$ cat src/rtl/lrpt_pkg.sv
// shared types and constants for the longest received prefix tracker
package lrpt_pkg;

    localparam int ITEM_W         = 11;
    localparam int DEF_MAX_ITEMS  = 1024;
    localparam int DEF_WORD_BITS  = 64;
    localparam int PDATA_W        = 32;
    localparam int PADDR_W        = 3;

    localparam logic [ITEM_W-1:0] ITEM_COUNT_RESET = 11'd1024;

    // register select is paddr[2], one register per 32-bit slot
    localparam logic REG_ITEM_COUNT = 1'b0;

    typedef enum logic [2:0] {
        ST_CLEAR,
        ST_IDLE,
        ST_SET,
        ST_SCAN,
        ST_WAIT
    } lrpt_state_t;

endpackage

$ cat src/rtl/longest_received_prefix_tracker.sv
// Longest received prefix tracker: takes one-based item numbers and returns, for each word
// taken, the length of the longest run 1..P of received items plus an out-of-range flag.
// The received bitmap lives in one synchronous memory of NUM_WORDS words (16 with defaults);
// after reset a clearing pass writes zeros over all NUM_WORDS words of it, one word per cycle,
// with item_stall held high (configuration writes still go through). An out-of-range item is
// answered from the idle state, through the wait state if the output is stalled. An in-range
// item takes these steps in order: read the item's word, write it back while the word at the
// prefix pointer is read, then one find-first-zero step per bitmap word scanned. The
// scan is bounded by the single memory port and advances at most one word per cycle. One
// result may wait in the output register while the next word is taken.
module longest_received_prefix_tracker
    import lrpt_pkg::*;
#(
    parameter int MAX_ITEMS = DEF_MAX_ITEMS,
    parameter int WORD_BITS = DEF_WORD_BITS
)
(
    input  logic                clk,
    input  logic                rst_n,
    // item channel
    input  logic                item_valid,
    output logic                item_stall,
    input  logic [ITEM_W-1:0]   item_number,
    // result channel
    output logic                result_valid,
    input  logic                result_stall,
    output logic [ITEM_W-1:0]   prefix_length,
    output logic                out_of_range,
    // configuration
    input  logic                psel,
    input  logic                penable,
    input  logic                pwrite,
    input  logic [PADDR_W-1:0]  paddr,
    input  logic [PDATA_W-1:0]  pwdata,
    output logic [PDATA_W-1:0]  prdata,
    output logic                pready
);

    // memory word width rounded down to a power of two
    localparam int LOGW      = $clog2(WORD_BITS + 1) - 1;
    localparam int PW        = 1 << LOGW;
    localparam int NUM_WORDS = (MAX_ITEMS + PW - 1) / PW;
    localparam int AW        = (NUM_WORDS > 1) ? $clog2(NUM_WORDS) : 1;
    localparam int CAND_W    = (AW + LOGW + 1 > ITEM_W + 1) ? AW + LOGW + 1 : ITEM_W + 1;
    localparam int CAP       = (MAX_ITEMS > (1 << ITEM_W) - 1) ? (1 << ITEM_W) - 1 : MAX_ITEMS;
    localparam logic [ITEM_W-1:0] CAP_V    = ITEM_W'(CAP);
    localparam logic [AW-1:0]     LAST_ADR = AW'(NUM_WORDS - 1);

    lrpt_state_t state_reg, state_next;

    logic [ITEM_W-1:0] item_count_reg, item_count_next;
    logic [ITEM_W-1:0] ptr_reg, ptr_next;
    logic              flag_reg, flag_next;
    logic [AW-1:0]     clr_addr_reg, clr_addr_next;
    logic [AW-1:0]     set_addr_reg, set_addr_next;
    logic [LOGW-1:0]   set_bit_reg, set_bit_next;
    logic              fwd_reg, fwd_next;
    logic [PW-1:0]     fwd_data_reg, fwd_data_next;
    logic              result_valid_reg, result_valid_next;
    logic [ITEM_W-1:0] prefix_length_reg, prefix_length_next;
    logic              out_of_range_reg, out_of_range_next;

    logic [PW-1:0]     mem [NUM_WORDS];
    logic [PW-1:0]     rdata_reg;
    logic              mem_we;
    logic [AW-1:0]     mem_waddr;
    logic [AW-1:0]     mem_raddr;
    logic [PW-1:0]     mem_wdata;

    logic              item_accept;
    logic              cfg_write;
    logic [ITEM_W-1:0] count_eff;
    logic              oor;
    logic [CAND_W-1:0] num_m1;
    logic [CAND_W-1:0] ptr_ext;
    logic [CAND_W-1:0] count_ext;
    logic [AW-1:0]     ptr_word;
    logic [PW-1:0]     set_word;
    logic [PW-1:0]     scan_word;
    logic [PW-1:0]     scan_masked;
    logic              scan_full;
    logic [CAND_W-1:0] scan_base;
    logic [CAND_W-1:0] scan_cand;
    logic [CAND_W-1:0] ptr_new_ext;
    logic              scan_done;
    logic [ITEM_W-1:0] ptr_new;
    logic              load_ok;
    logic              res_load;
    logic [ITEM_W-1:0] res_len;
    logic              res_flag;

    function automatic logic [LOGW-1:0] first_zero(input logic [PW-1:0] v);
        logic [LOGW-1:0] r;
        r = '0;
        for (int i = PW - 1; i >= 0; i--)
        begin
            if (!v[i])
            begin
                r = LOGW'(i);
            end
        end
        return r;
    endfunction

    // configuration port
    assign pready    = 1'b1;
    assign cfg_write = psel && penable && pwrite && pready;
    assign prdata    = (paddr[2] == REG_ITEM_COUNT) ? PDATA_W'(item_count_reg) : '0;

    always_comb
    begin
        item_count_next = item_count_reg;
        if (cfg_write && paddr[2] == REG_ITEM_COUNT)
        begin
            item_count_next = pwdata[ITEM_W-1:0];
        end
    end

    // item decode
    assign item_accept = item_valid && !item_stall;
    assign count_eff   = (item_count_reg > CAP_V) ? CAP_V : item_count_reg;
    assign oor         = (item_number == '0) || (item_number > count_eff);
    assign num_m1      = CAND_W'(item_number) - CAND_W'(1);
    assign ptr_ext     = CAND_W'(ptr_reg);
    assign count_ext   = CAND_W'(count_eff);
    assign ptr_word    = ptr_ext[LOGW +: AW];
    assign set_word    = rdata_reg | (PW'(1) << set_bit_reg);

    // find-first-zero over one bitmap word, starting at the pointer's bit offset
    assign scan_word   = fwd_reg ? fwd_data_reg : rdata_reg;
    assign scan_masked = scan_word | ((PW'(1) << ptr_reg[LOGW-1:0]) - PW'(1));
    assign scan_full   = &scan_masked;
    assign scan_base   = {ptr_ext[CAND_W-1:LOGW], LOGW'(0)};
    assign scan_cand   = scan_full ? scan_base + CAND_W'(PW)
                                   : scan_base + CAND_W'(first_zero(scan_masked));

    always_comb
    begin
        if (ptr_ext >= count_ext)
        begin
            ptr_new_ext = ptr_ext;
            scan_done   = 1'b1;
        end
        else if (scan_cand >= count_ext)
        begin
            ptr_new_ext = count_ext;
            scan_done   = 1'b1;
        end
        else
        begin
            ptr_new_ext = scan_cand;
            scan_done   = !scan_full;
        end
    end

    assign ptr_new = ptr_new_ext[ITEM_W-1:0];

    // result hand-off
    assign load_ok = !result_valid_reg || !result_stall;

    always_comb
    begin
        res_load = 1'b0;
        res_len  = ptr_reg;
        res_flag = flag_reg;
        unique case (state_reg)
            ST_IDLE:
            begin
                res_load = item_accept && oor && load_ok;
                res_flag = 1'b1;
            end
            ST_SCAN:
            begin
                res_load = scan_done && load_ok;
                res_len  = ptr_new;
                res_flag = 1'b0;
            end
            ST_WAIT:
            begin
                res_load = load_ok;
            end
            default:
            begin
                res_load = 1'b0;
            end
        endcase
    end

    // next state
    always_comb
    begin
        state_next = state_reg;
        unique case (state_reg)
            ST_CLEAR:
            begin
                if (clr_addr_reg == LAST_ADR)
                begin
                    state_next = ST_IDLE;
                end
            end
            ST_IDLE:
            begin
                if (item_accept)
                begin
                    if (!oor)
                    begin
                        state_next = ST_SET;
                    end
                    else if (!load_ok)
                    begin
                        state_next = ST_WAIT;
                    end
                end
            end
            ST_SET:
            begin
                state_next = ST_SCAN;
            end
            ST_SCAN:
            begin
                if (scan_done)
                begin
                    state_next = load_ok ? ST_IDLE : ST_WAIT;
                end
            end
            ST_WAIT:
            begin
                if (load_ok)
                begin
                    state_next = ST_IDLE;
                end
            end
            default:
            begin
                state_next = ST_IDLE;
            end
        endcase
    end

    // memory control and stall
    always_comb
    begin
        item_stall = 1'b1;
        mem_we     = 1'b0;
        mem_waddr  = set_addr_reg;
        mem_wdata  = set_word;
        mem_raddr  = ptr_word;
        unique case (state_reg)
            ST_CLEAR:
            begin
                mem_we    = 1'b1;
                mem_waddr = clr_addr_reg;
                mem_wdata = '0;
            end
            ST_IDLE:
            begin
                item_stall = 1'b0;
                mem_raddr  = num_m1[LOGW +: AW];
            end
            ST_SET:
            begin
                // write back the item's word while the pointer's word is read
                mem_we = 1'b1;
            end
            ST_SCAN:
            begin
                mem_raddr = scan_cand[LOGW +: AW];
            end
            default:
            begin
                mem_we = 1'b0;
            end
        endcase
    end

    // datapath register updates
    always_comb
    begin
        ptr_next           = ptr_reg;
        flag_next          = flag_reg;
        clr_addr_next      = clr_addr_reg;
        set_addr_next      = set_addr_reg;
        set_bit_next       = set_bit_reg;
        fwd_next           = 1'b0;
        fwd_data_next      = fwd_data_reg;
        result_valid_next  = result_valid_reg;
        prefix_length_next = prefix_length_reg;
        out_of_range_next  = out_of_range_reg;

        if (state_reg == ST_CLEAR)
        begin
            clr_addr_next = clr_addr_reg + AW'(1);
        end
        if (state_reg == ST_IDLE && item_accept)
        begin
            flag_next     = oor;
            set_addr_next = num_m1[LOGW +: AW];
            set_bit_next  = num_m1[LOGW-1:0];
        end
        if (state_reg == ST_SET)
        begin
            // read and write of the same word cross in this cycle
            fwd_next      = (ptr_word == set_addr_reg);
            fwd_data_next = set_word;
        end
        if (state_reg == ST_SCAN)
        begin
            ptr_next = ptr_new;
        end

        if (res_load)
        begin
            result_valid_next  = 1'b1;
            prefix_length_next = res_len;
            out_of_range_next  = res_flag;
        end
        else if (!result_stall)
        begin
            result_valid_next = 1'b0;
        end
    end

    always_ff @(posedge clk or negedge rst_n)
    begin
        if (!rst_n)
        begin
            state_reg        <= ST_CLEAR;
            item_count_reg   <= ITEM_COUNT_RESET;
            ptr_reg          <= '0;
            flag_reg         <= 1'b0;
            clr_addr_reg     <= '0;
            fwd_reg          <= 1'b0;
            result_valid_reg <= 1'b0;
        end
        else
        begin
            state_reg        <= state_next;
            item_count_reg   <= item_count_next;
            ptr_reg          <= ptr_next;
            flag_reg         <= flag_next;
            clr_addr_reg     <= clr_addr_next;
            fwd_reg          <= fwd_next;
            result_valid_reg <= result_valid_next;
        end
    end

    always_ff @(posedge clk)
    begin
        set_addr_reg      <= set_addr_next;
        set_bit_reg       <= set_bit_next;
        fwd_data_reg      <= fwd_data_next;
        prefix_length_reg <= prefix_length_next;
        out_of_range_reg  <= out_of_range_next;
    end

    // bitmap memory
    always_ff @(posedge clk)
    begin
        if (mem_we)
        begin
            mem[mem_waddr] <= mem_wdata;
        end
        rdata_reg <= mem[mem_raddr];
    end

    assign result_valid  = result_valid_reg;
    assign prefix_length = prefix_length_reg;
    assign out_of_range  = out_of_range_reg;

    // the prefix only grows
    assert property (@(posedge clk) disable iff (!rst_n) ptr_reg >= $past(ptr_reg))
        else $error("prefix pointer moved backward");

    // the prefix never passes the largest usable count
    assert property (@(posedge clk) disable iff (!rst_n) ptr_reg <= CAP_V)
        else $error("prefix pointer beyond item capacity");

    // an in-range word always starts a bitmap update
    assert property (@(posedge clk) disable iff (!rst_n)
        (item_accept && !oor) |=> (state_reg == ST_SET))
        else $error("in-range word did not start an update");

    // a finished result is never dropped while the output register is stalled
    assert property (@(posedge clk) disable iff (!rst_n)
        (state_reg == ST_WAIT && !load_ok) |=> (state_reg == ST_WAIT))
        else $error("pending result lost");

endmodule

$ cat config.mk
export PLATFORM = sky130hd
export DESIGN_NAME = longest_received_prefix_tracker
export DESIGN_NICKNAME = d
export VERILOG_FILES = /design/src/rtl/lrpt_pkg.sv /design/src/rtl/longest_received_prefix_tracker.sv
export SDC_FILE = /design/constraint.sdc
export NUM_CORES = 2
export LEC_CHECK = 0
export ABC_AREA = 1
export BUFFER_PORTS_ARGS = -buffer_cell sky130_fd_sc_hd__buf_4
export CORE_UTILIZATION = 45
export CTS_BUF_LIST = sky130_fd_sc_hd__clkbuf_2 sky130_fd_sc_hd__clkbuf_4 sky130_fd_sc_hd__clkbuf_8
export DETAILED_ROUTE_END_ITERATION = 10
export PLACE_DENSITY_LB_ADDON = 0.08
export SETUP_SLACK_MARGIN = 0.4
export SLEW_MARGIN = 10
export SYNTH_ARGS = -nofsm -noshare
export SYNTH_HDL_FRONTEND = slang
export SYNTH_SLANG_ARGS = --single-unit
$ cat constraint.sdc
create_clock -name clk -period 10.3 [get_ports clk]
set_input_delay 1.03 -clock clk [delete_from_list [all_inputs] [get_ports clk]]
set_output_delay 1.03 -clock clk [all_outputs]
set_load 0.02 [all_outputs]
# --- Yosys cells after proc, flatten, opt, wreduce, memory -nomap -nowiden ---
# Memory sizes are Yosys's and may differ from the RTL's. A register that Yosys moved wholly into a read port is not among the register bits.
# Cells that the tools add are included.
op_classes:
  add_sub_neg: 5
  n_lt_le_gt_ge: 4
  n_eq_ne: 12
  n_shift: 2
  mux: 93
  bitwise: 3
  n_reduce_logical: 18
ops:
  columns: ["cell", "count"]
  rows:
  - ["2-to-1 mux 6 bit", 64]
  - ["2-to-1 mux 64 bit", 2]
  - ["bitwise OR 64 bit", 2]
  - ["<< shifter 1 x 6 -> 64 bit (first input constant)", 2]
  - ["AND reduction 64 bit", 1]
  - ["subtractor 64 x 1 -> 64 bit (second input constant)", 1]
  - ["2-to-1 mux 11 bit", 5]
  - ["2-to-1 mux 3 bit", 7]
  - ["one-hot mux 3 bit (5 select lines)", 1]
  - ["adder 11 x 6 -> 12 bit", 1]
  - ["adder 11 x 7 -> 12 bit (second input constant)", 1]
  - [">= comparator 12 x 11 -> 1 bit", 1]
  - ["2-to-1 mux 12 bit", 1]
  - [">= comparator 11 bit", 1]
  - ["greater-than comparator 11 bit", 1]
  - ["greater-than comparator 11 bit (second input constant)", 1]
  - ["zero test 11 bit", 1]
  - ["subtractor 10 x 1 -> 10 bit (second input constant)", 1]
  - ["2-to-1 mux 1 bit", 9]
  - ["logical AND 1 bit", 8]
  - ["inequality test 2 bit (second input constant)", 4]
  - ["one-hot mux 4 bit (2 select lines)", 1]
  - ["equality test 3 x 2 -> 1 bit (second input constant)", 2]
  - ["AND reduction 5 bit", 1]
  - ["15 further kinds", 18]
totals:
  register_bits: 118
  mem_bits_rw: 1024
  input_bits: 53
  output_inout_bits: 47
  wordCells: 150
  n_memories: 1
memory_table:
  columns: ["memory", "depth", "width", "read_ports", "rd_ports_with_merged_regs", "write_ports", "line", "text"]
  rows:
  - ["mem", 16, 64, 1, 1, 1, "longest_received_prefix_tracker.sv:63", "logic [PW-1:0] mem [NUM_WORDS];"]

# --- Logic depth before layout (Yosys ltp) ---
logic_depth:
  ltp_word: 75
  ltp_mapped: 93
  ltp_nobuf: 92

# --- Least setup slack after synthesis ---
# No wires, ideal clock.
synth_path:
  kind: "reg-to-reg"
  startpoint: "register state_reg[2]"
  endpoint: "memory mem[1][0] (netlist name), enable pin"
  setup_ns: 0.486
  arrival_time_ns: 8.392
  required_time_ns: 9.814
  path_slack_ns: 1.422
  stages_incl_launch_ff: 6
  n_path_buf: 0
  synth_period_minus_slack_ns: 8.878
  path_cell_list: "dfrtp_1 > nor3_1 > inv_1 > nand2_1 > nand3_1 > nor2_1"
synth_between:
  elab_chain_cells: 5
  elab_cells_between_ends: 7
  classes_between: "1 x eq/ne; 4 x mux; 2 x reduce/logical"
synth_lines:
  columns: ["element", "line", "text"]
  rows:
  - ["start: declaration", "longest_received_prefix_tracker.sv:49", "lrpt_state_t state_reg, state_next;"]
  - ["start signal: assignment", "longest_received_prefix_tracker.sv:337", "state_reg <= state_next;"]
  - ["equality test 3 x 2 -> 1 bit / zero test 3 bit (equally long branches)", "longest_received_prefix_tracker.sv:248", "unique case (state_reg)"]
  - ["OR reduction 2 bit (no line)", null, null]
  - ["2-to-1 mux 1 bit", "longest_received_prefix_tracker.sv:248", null]
  - ["2-to-1 mux 1 bit", "longest_received_prefix_tracker.sv:359", "if (mem_we)"]
  - ["2-to-1 mux 1 bit (not written as such)", "longest_received_prefix_tracker.sv:361", "mem[mem_waddr] <= mem_wdata;"]
  - ["end: declaration", "longest_received_prefix_tracker.sv:63", null]
# Several ways; a longest one is shown, not always the timed one.

# --- Final worst setup path ---
layout_path:
  startpoint: "register ptr_reg[3]"
  endpoint: "register prefix_length_reg[1] (netlist: prefix_length[1]), enable pin"
layout_between:
  elab_chain_cells: 74
  elab_cells_between_ends: 77
  classes_between: "2 x add/sub; 2 x order compare; 1 x shift; 68 x mux; 1 x bitwise; 3 x reduce/logical"
layout_lines:
  columns: ["element", "line", "text"]
  rows:
  - ["start: declaration", "longest_received_prefix_tracker.sv:52", "logic [ITEM_W-1:0] ptr_reg, ptr_next;"]
  - ["start signal: assignment", "longest_received_prefix_tracker.sv:339", "ptr_reg <= ptr_next;"]
  - ["<< shifter 1 x 6 -> 64 bit", "longest_received_prefix_tracker.sv:131", "assign scan_masked = scan_word | ((PW'(1) << ptr_reg[LOGW-1:0]) - PW'(1));"]
  - ["subtractor 64 x 1 -> 64 bit", "longest_received_prefix_tracker.sv:131", null]
  - ["bitwise OR 64 bit", "longest_received_prefix_tracker.sv:131", null]
  - ["2-to-1 mux 6 bit (64 in series)", "longest_received_prefix_tracker.sv:97", "if (!v[i])"]
  - ["adder 11 x 6 -> 12 bit", "longest_received_prefix_tracker.sv:135", ": scan_base + CAND_W'(first_zero(scan_masked));"]
  - ["2-to-1 mux 12 bit", "longest_received_prefix_tracker.sv:134", "assign scan_cand = scan_full ? scan_base + CAND_W'(PW)"]
  - [">= comparator 12 x 11 -> 1 bit", "longest_received_prefix_tracker.sv:144", "else if (scan_cand >= count_ext)"]
  - ["2-to-1 mux 1 bit", "longest_received_prefix_tracker.sv:144", null]
  - ["2-to-1 mux 1 bit (*)", "longest_received_prefix_tracker.sv:139", "if (ptr_ext >= count_ext)"]
  - ["logical AND 1 bit (*)", "longest_received_prefix_tracker.sv:174", "res_load = scan_done && load_ok;"]
  - ["one-hot mux 1 bit (3 select lines) (*)", "longest_received_prefix_tracker.sv:166", "unique case (state_reg)"]
  - ["named net res_load", "longest_received_prefix_tracker.sv:88", "logic res_load;"]
  - ["end signal: assignment", "longest_received_prefix_tracker.sv:352", "prefix_length_reg <= prefix_length_next;"]
  - ["end: declaration", "longest_received_prefix_tracker.sv:60", "logic [ITEM_W-1:0] prefix_length_reg, prefix_length_next;"]
# The timed path passes the listed nets; every way through them passes the cells marked *.
# A chain may end at the register's enable or synchronous reset.

==> impl_metrics.toml <==
[worst_setup_path]
cp_slowest_cell = "dfrtp_1"
start_kind = "flip-flop"
cp_data_required_time_ns = 10.86
path_common_cell = "nand2_1"
max_stage_delay_ns = 0.32
r2r_setup_slack_ns = 1.37
rr_worst_depth = 89
worst-path-max-fanout = 24
critical_path_class = "reg -> reg"
cp-end-kind = "flip-flop"
arrival_ns = 9.50
reg2reg_to = "prefix_length[1]$_DFFE_PP_"
r2r_start = "ptr_reg[3]$_DFF_PN0_"

[grt]
grt_pass1_vias = 32500
grt.met1_usage_pct = 35.6
antenna_found_initial = 2
grt_first_pass_wirelength_mm = 213
overflow = 0
grt.total_usage_pct = 24.6
use_met2_pct = 37.7
met3_usage_pct = 3.82
grt.busiest_layer = "met2"
grt_max_degree = 233

[layout]
layout-drive-gt1-share_pct = 11.4
largest_reg_flops = 1024
syn_to_final_growth_pct = 11.6
final_nets = 4740
fillerInstances = 10200

[synthesis]
yosysSeqAreaShare_pct = 67.5
async_reset_ff_share_pct = 2.65
synth_cells = 4584
yosysUniqueCellTypes = 54
yosys_warnings = 0
synth_area_um2 = 52500
ys.flop_type = "edfxtp_1"
synth-seq-cells = 1206
synth.avg_cell_area_um2 = 11.4
synth-edff-count = 1110

[pwr]
p_per_area_nw_per_um2 = 366
power_mw = 21.5
vdd_ir_drop_max_mv = 0.416
p_leak_nw = 22.6

[floorplan]
fp-row-count = 124
initial_core_util_pct = 45.6
die_w_um = 343
io_pins = 100
coreArea_um2 = 115000
dieArea_um2 = 118000
fp.dieH_um = 343

[clocking]
cts_max_level = 4
cts_made_buffers = 198
clockBufferDepth = 3
clock-root-buffer = "clkbuf_8"
cts_tree = "built"
holdBufCountCts = 0
path_clk_slew_ns = 0.06
clkLatencyLatePin_ns = 0.90
clock-sinks = 1206

[timing]
drv_slew = 0
setup_viol_count_final = 0
tns_ns = 0
hold_violations = 0
finalCriticalPeriod_ns = 8.93
hold_slack_ns = 0.107
rsz0062_at_grt = "false"
fin_crit_sh_pct = 86.7
max-slew-margin-rel_pct = 1.20
fin_skew_ns = 0.0502
max_freq_mhz = 112
max_slew.worst_pin.slew_ns = 1.48

[drt]
post-route-drc-count = 0
vias = 34600
drt_iter0_markers = 2998
routed_via_density = 5.47
ant_nets = 0
drt_first_pass_iters = 5
avgRoutedWirePerCell_um = 23.0
wirelength_mm = 145

[placement]
dp_hpwl_mm = 81.2
io_buffer_count = 54
place.gp.congestion = 1.01

[outcome]
status = "finished clean"

[run]
drv_cap = 0

[min_path]
hold_class = "in -> async"
critical path: cells and delay by family, from the launching register on:
kind | cells | cell delay [ns]
AOI/OAI and AO/OA | 6 | 0.90
adders and majority gates | 2 | 0.45
buffers and inverters | 8 | 1.26
DFF | 1 | 0.32
and+or+nand+nor | 73 | 5.64
cells in the mapped netlist, drive strengths merged (2+ instances only):
cell       n  share of area [%]
edfxtp  1110                 64
nand2    643                4.6
o21ai    616                5.9
inv      578                4.1
a21oi    279                2.7
nor2     265                2.0
clkbuf   207                1.5
o221ai   142                2.4
mux2i    130                2.5
o211ai   107                1.5
nand4     88                1.1
nand3     85               0.82
buf       75               0.87
dfxtp     64                2.4
ha        37               0.88
dfrtp     31                1.5
nor3      30               0.32
xor2      21               0.35
o31ai      9               0.13
xnor2      9               0.15
nor4       7              0.083
a31oi      6              0.072
clkinv     6              0.043
nand3b     6              0.086
and2       5              0.060
o22ai      5              0.060
or2        5              0.060
a21boi     3              0.043
conb       2              0.014
o41ai      2              0.033
kinds of logic (layout without fill, tap and decap cells):
logic type / Yosys count / after routing / share of synthesized area (%)
AO/OA/AOI/OAI: 1177 / 1177 / 12.9
XOR/XNOR: 30 / 30 / 0.501
flip-flops: 1206 / 1206 / 67.5
other: 2 / 24 / 0.0143
AND/OR/NAND/NOR: 1136 / 1136 / 9.20
buffers and inverters: 866 / 1078 / 6.53
adder cells (fa/ha/maj): 37 / 37 / 0.882
multiplexers: 130 / 130 / 2.48
how the worst max path moves through the flow:
stage | slack, ns | endpoint | start | cells past startpoint
after floorplan | 1.42 | mem[1][0]$_DFFE_PP_ | state_reg[2]$_DFFE_PN0P_ | 5
after global placement | 0.99 | prefix_length[6]$_DFFE_PP_ | ptr_reg[5]$_DFF_PN0_ | 87
after detailed placement | 1.16 | prefix_length[6]$_DFFE_PP_ | ptr_reg[2]$_DFF_PN0_ | 88
after CTS | 1.07 | prefix_length[1]$_DFFE_PP_ | ptr_reg[2]$_DFF_PN0_ | 88
after global routing | 0.40 | prefix_length[1]$_DFFE_PP_ | ptr_reg[3]$_DFF_PN0_ | 89
final | 1.37 | prefix_length[1]$_DFFE_PP_ | ptr_reg[3]$_DFF_PN0_ | 89
placed cells by master, fill, tap and decap left out, types with 121 or more instances in the layout:
cell	n
edfxtp_1	1110
nand2_1	637
inv_1	560
buf_4	121
o21ai_0	615
o221ai_1	141
mux2i_1	130
clkbuf_8	221
nor2_1	227
a21oi_1	271
power by group:
| part | internal [mW] | leakage (nW) | total [mW] | switching [mW] |
|---|---|---|---|---|
| registers | 7.30 | 11.1 | 7.58 | 0.283 |
| logic | 2.58 | 9.33 | 9.62 | 7.04 |
| clock network | 2.35 | 2.18 | 4.27 | 1.93 |
| total | 12.2 | 22.6 | 21.5 | 9.25 |
per-layer routing:
| layer | routed length (µm) | share of wire, % |
|---|---|---|
| met1 | 68300 | 47 |
| met2 | 65200 | 45 |
| met3 | 7650 | 5.3 |
| met4 | 4190 | 2.9 |
| met5 | 0 | 0 |
per-stage QoR:
| step | worst slack [ns] | instance area [µm²] | util [%] | cells |
|---|---|---|---|---|
| detailed placement | 1.16 | 54500 | 47.4 | 5962 |
| global placement | 0.987 | 54500 | 47.4 | 5962 |
| global route | 0.400 | 58600 | 51.0 | 6330 |
| floorplan | 1.42 | 52600 | - | 4604 |
| finish | 1.37 | 58600 | 51.0 | 6330 |
| CTS | 1.07 | 58500 | 50.9 | 6328 |
final cells by class:
class / instances / area [µm²] / share of cell area, %
inverters: 584 / 2210 / 3.77
multi-input cells: 2532 / 13900 / 23.8
diodes: 2 / 5.00 / 0.00854
clock inverters: 70 / 485 / 0.829
repair buffers: 128 / 1050 / 1.79
well taps: 1512 / 1890 / 3.23
flip-flops and latches: 1206 / 35400 / 60.5
clock buffers: 296 / 3600 / 6.15
repair_timing:
| action | 4_1_cts | 5_1_grt |
|---|---|---|
| resized for setup | 0 | 4 |
| endpoints found under the setup margin | 0 | 18 |
| buffers inserted | 0 | 0 |
Note: power is estimated with default switching activity, not from simulation.
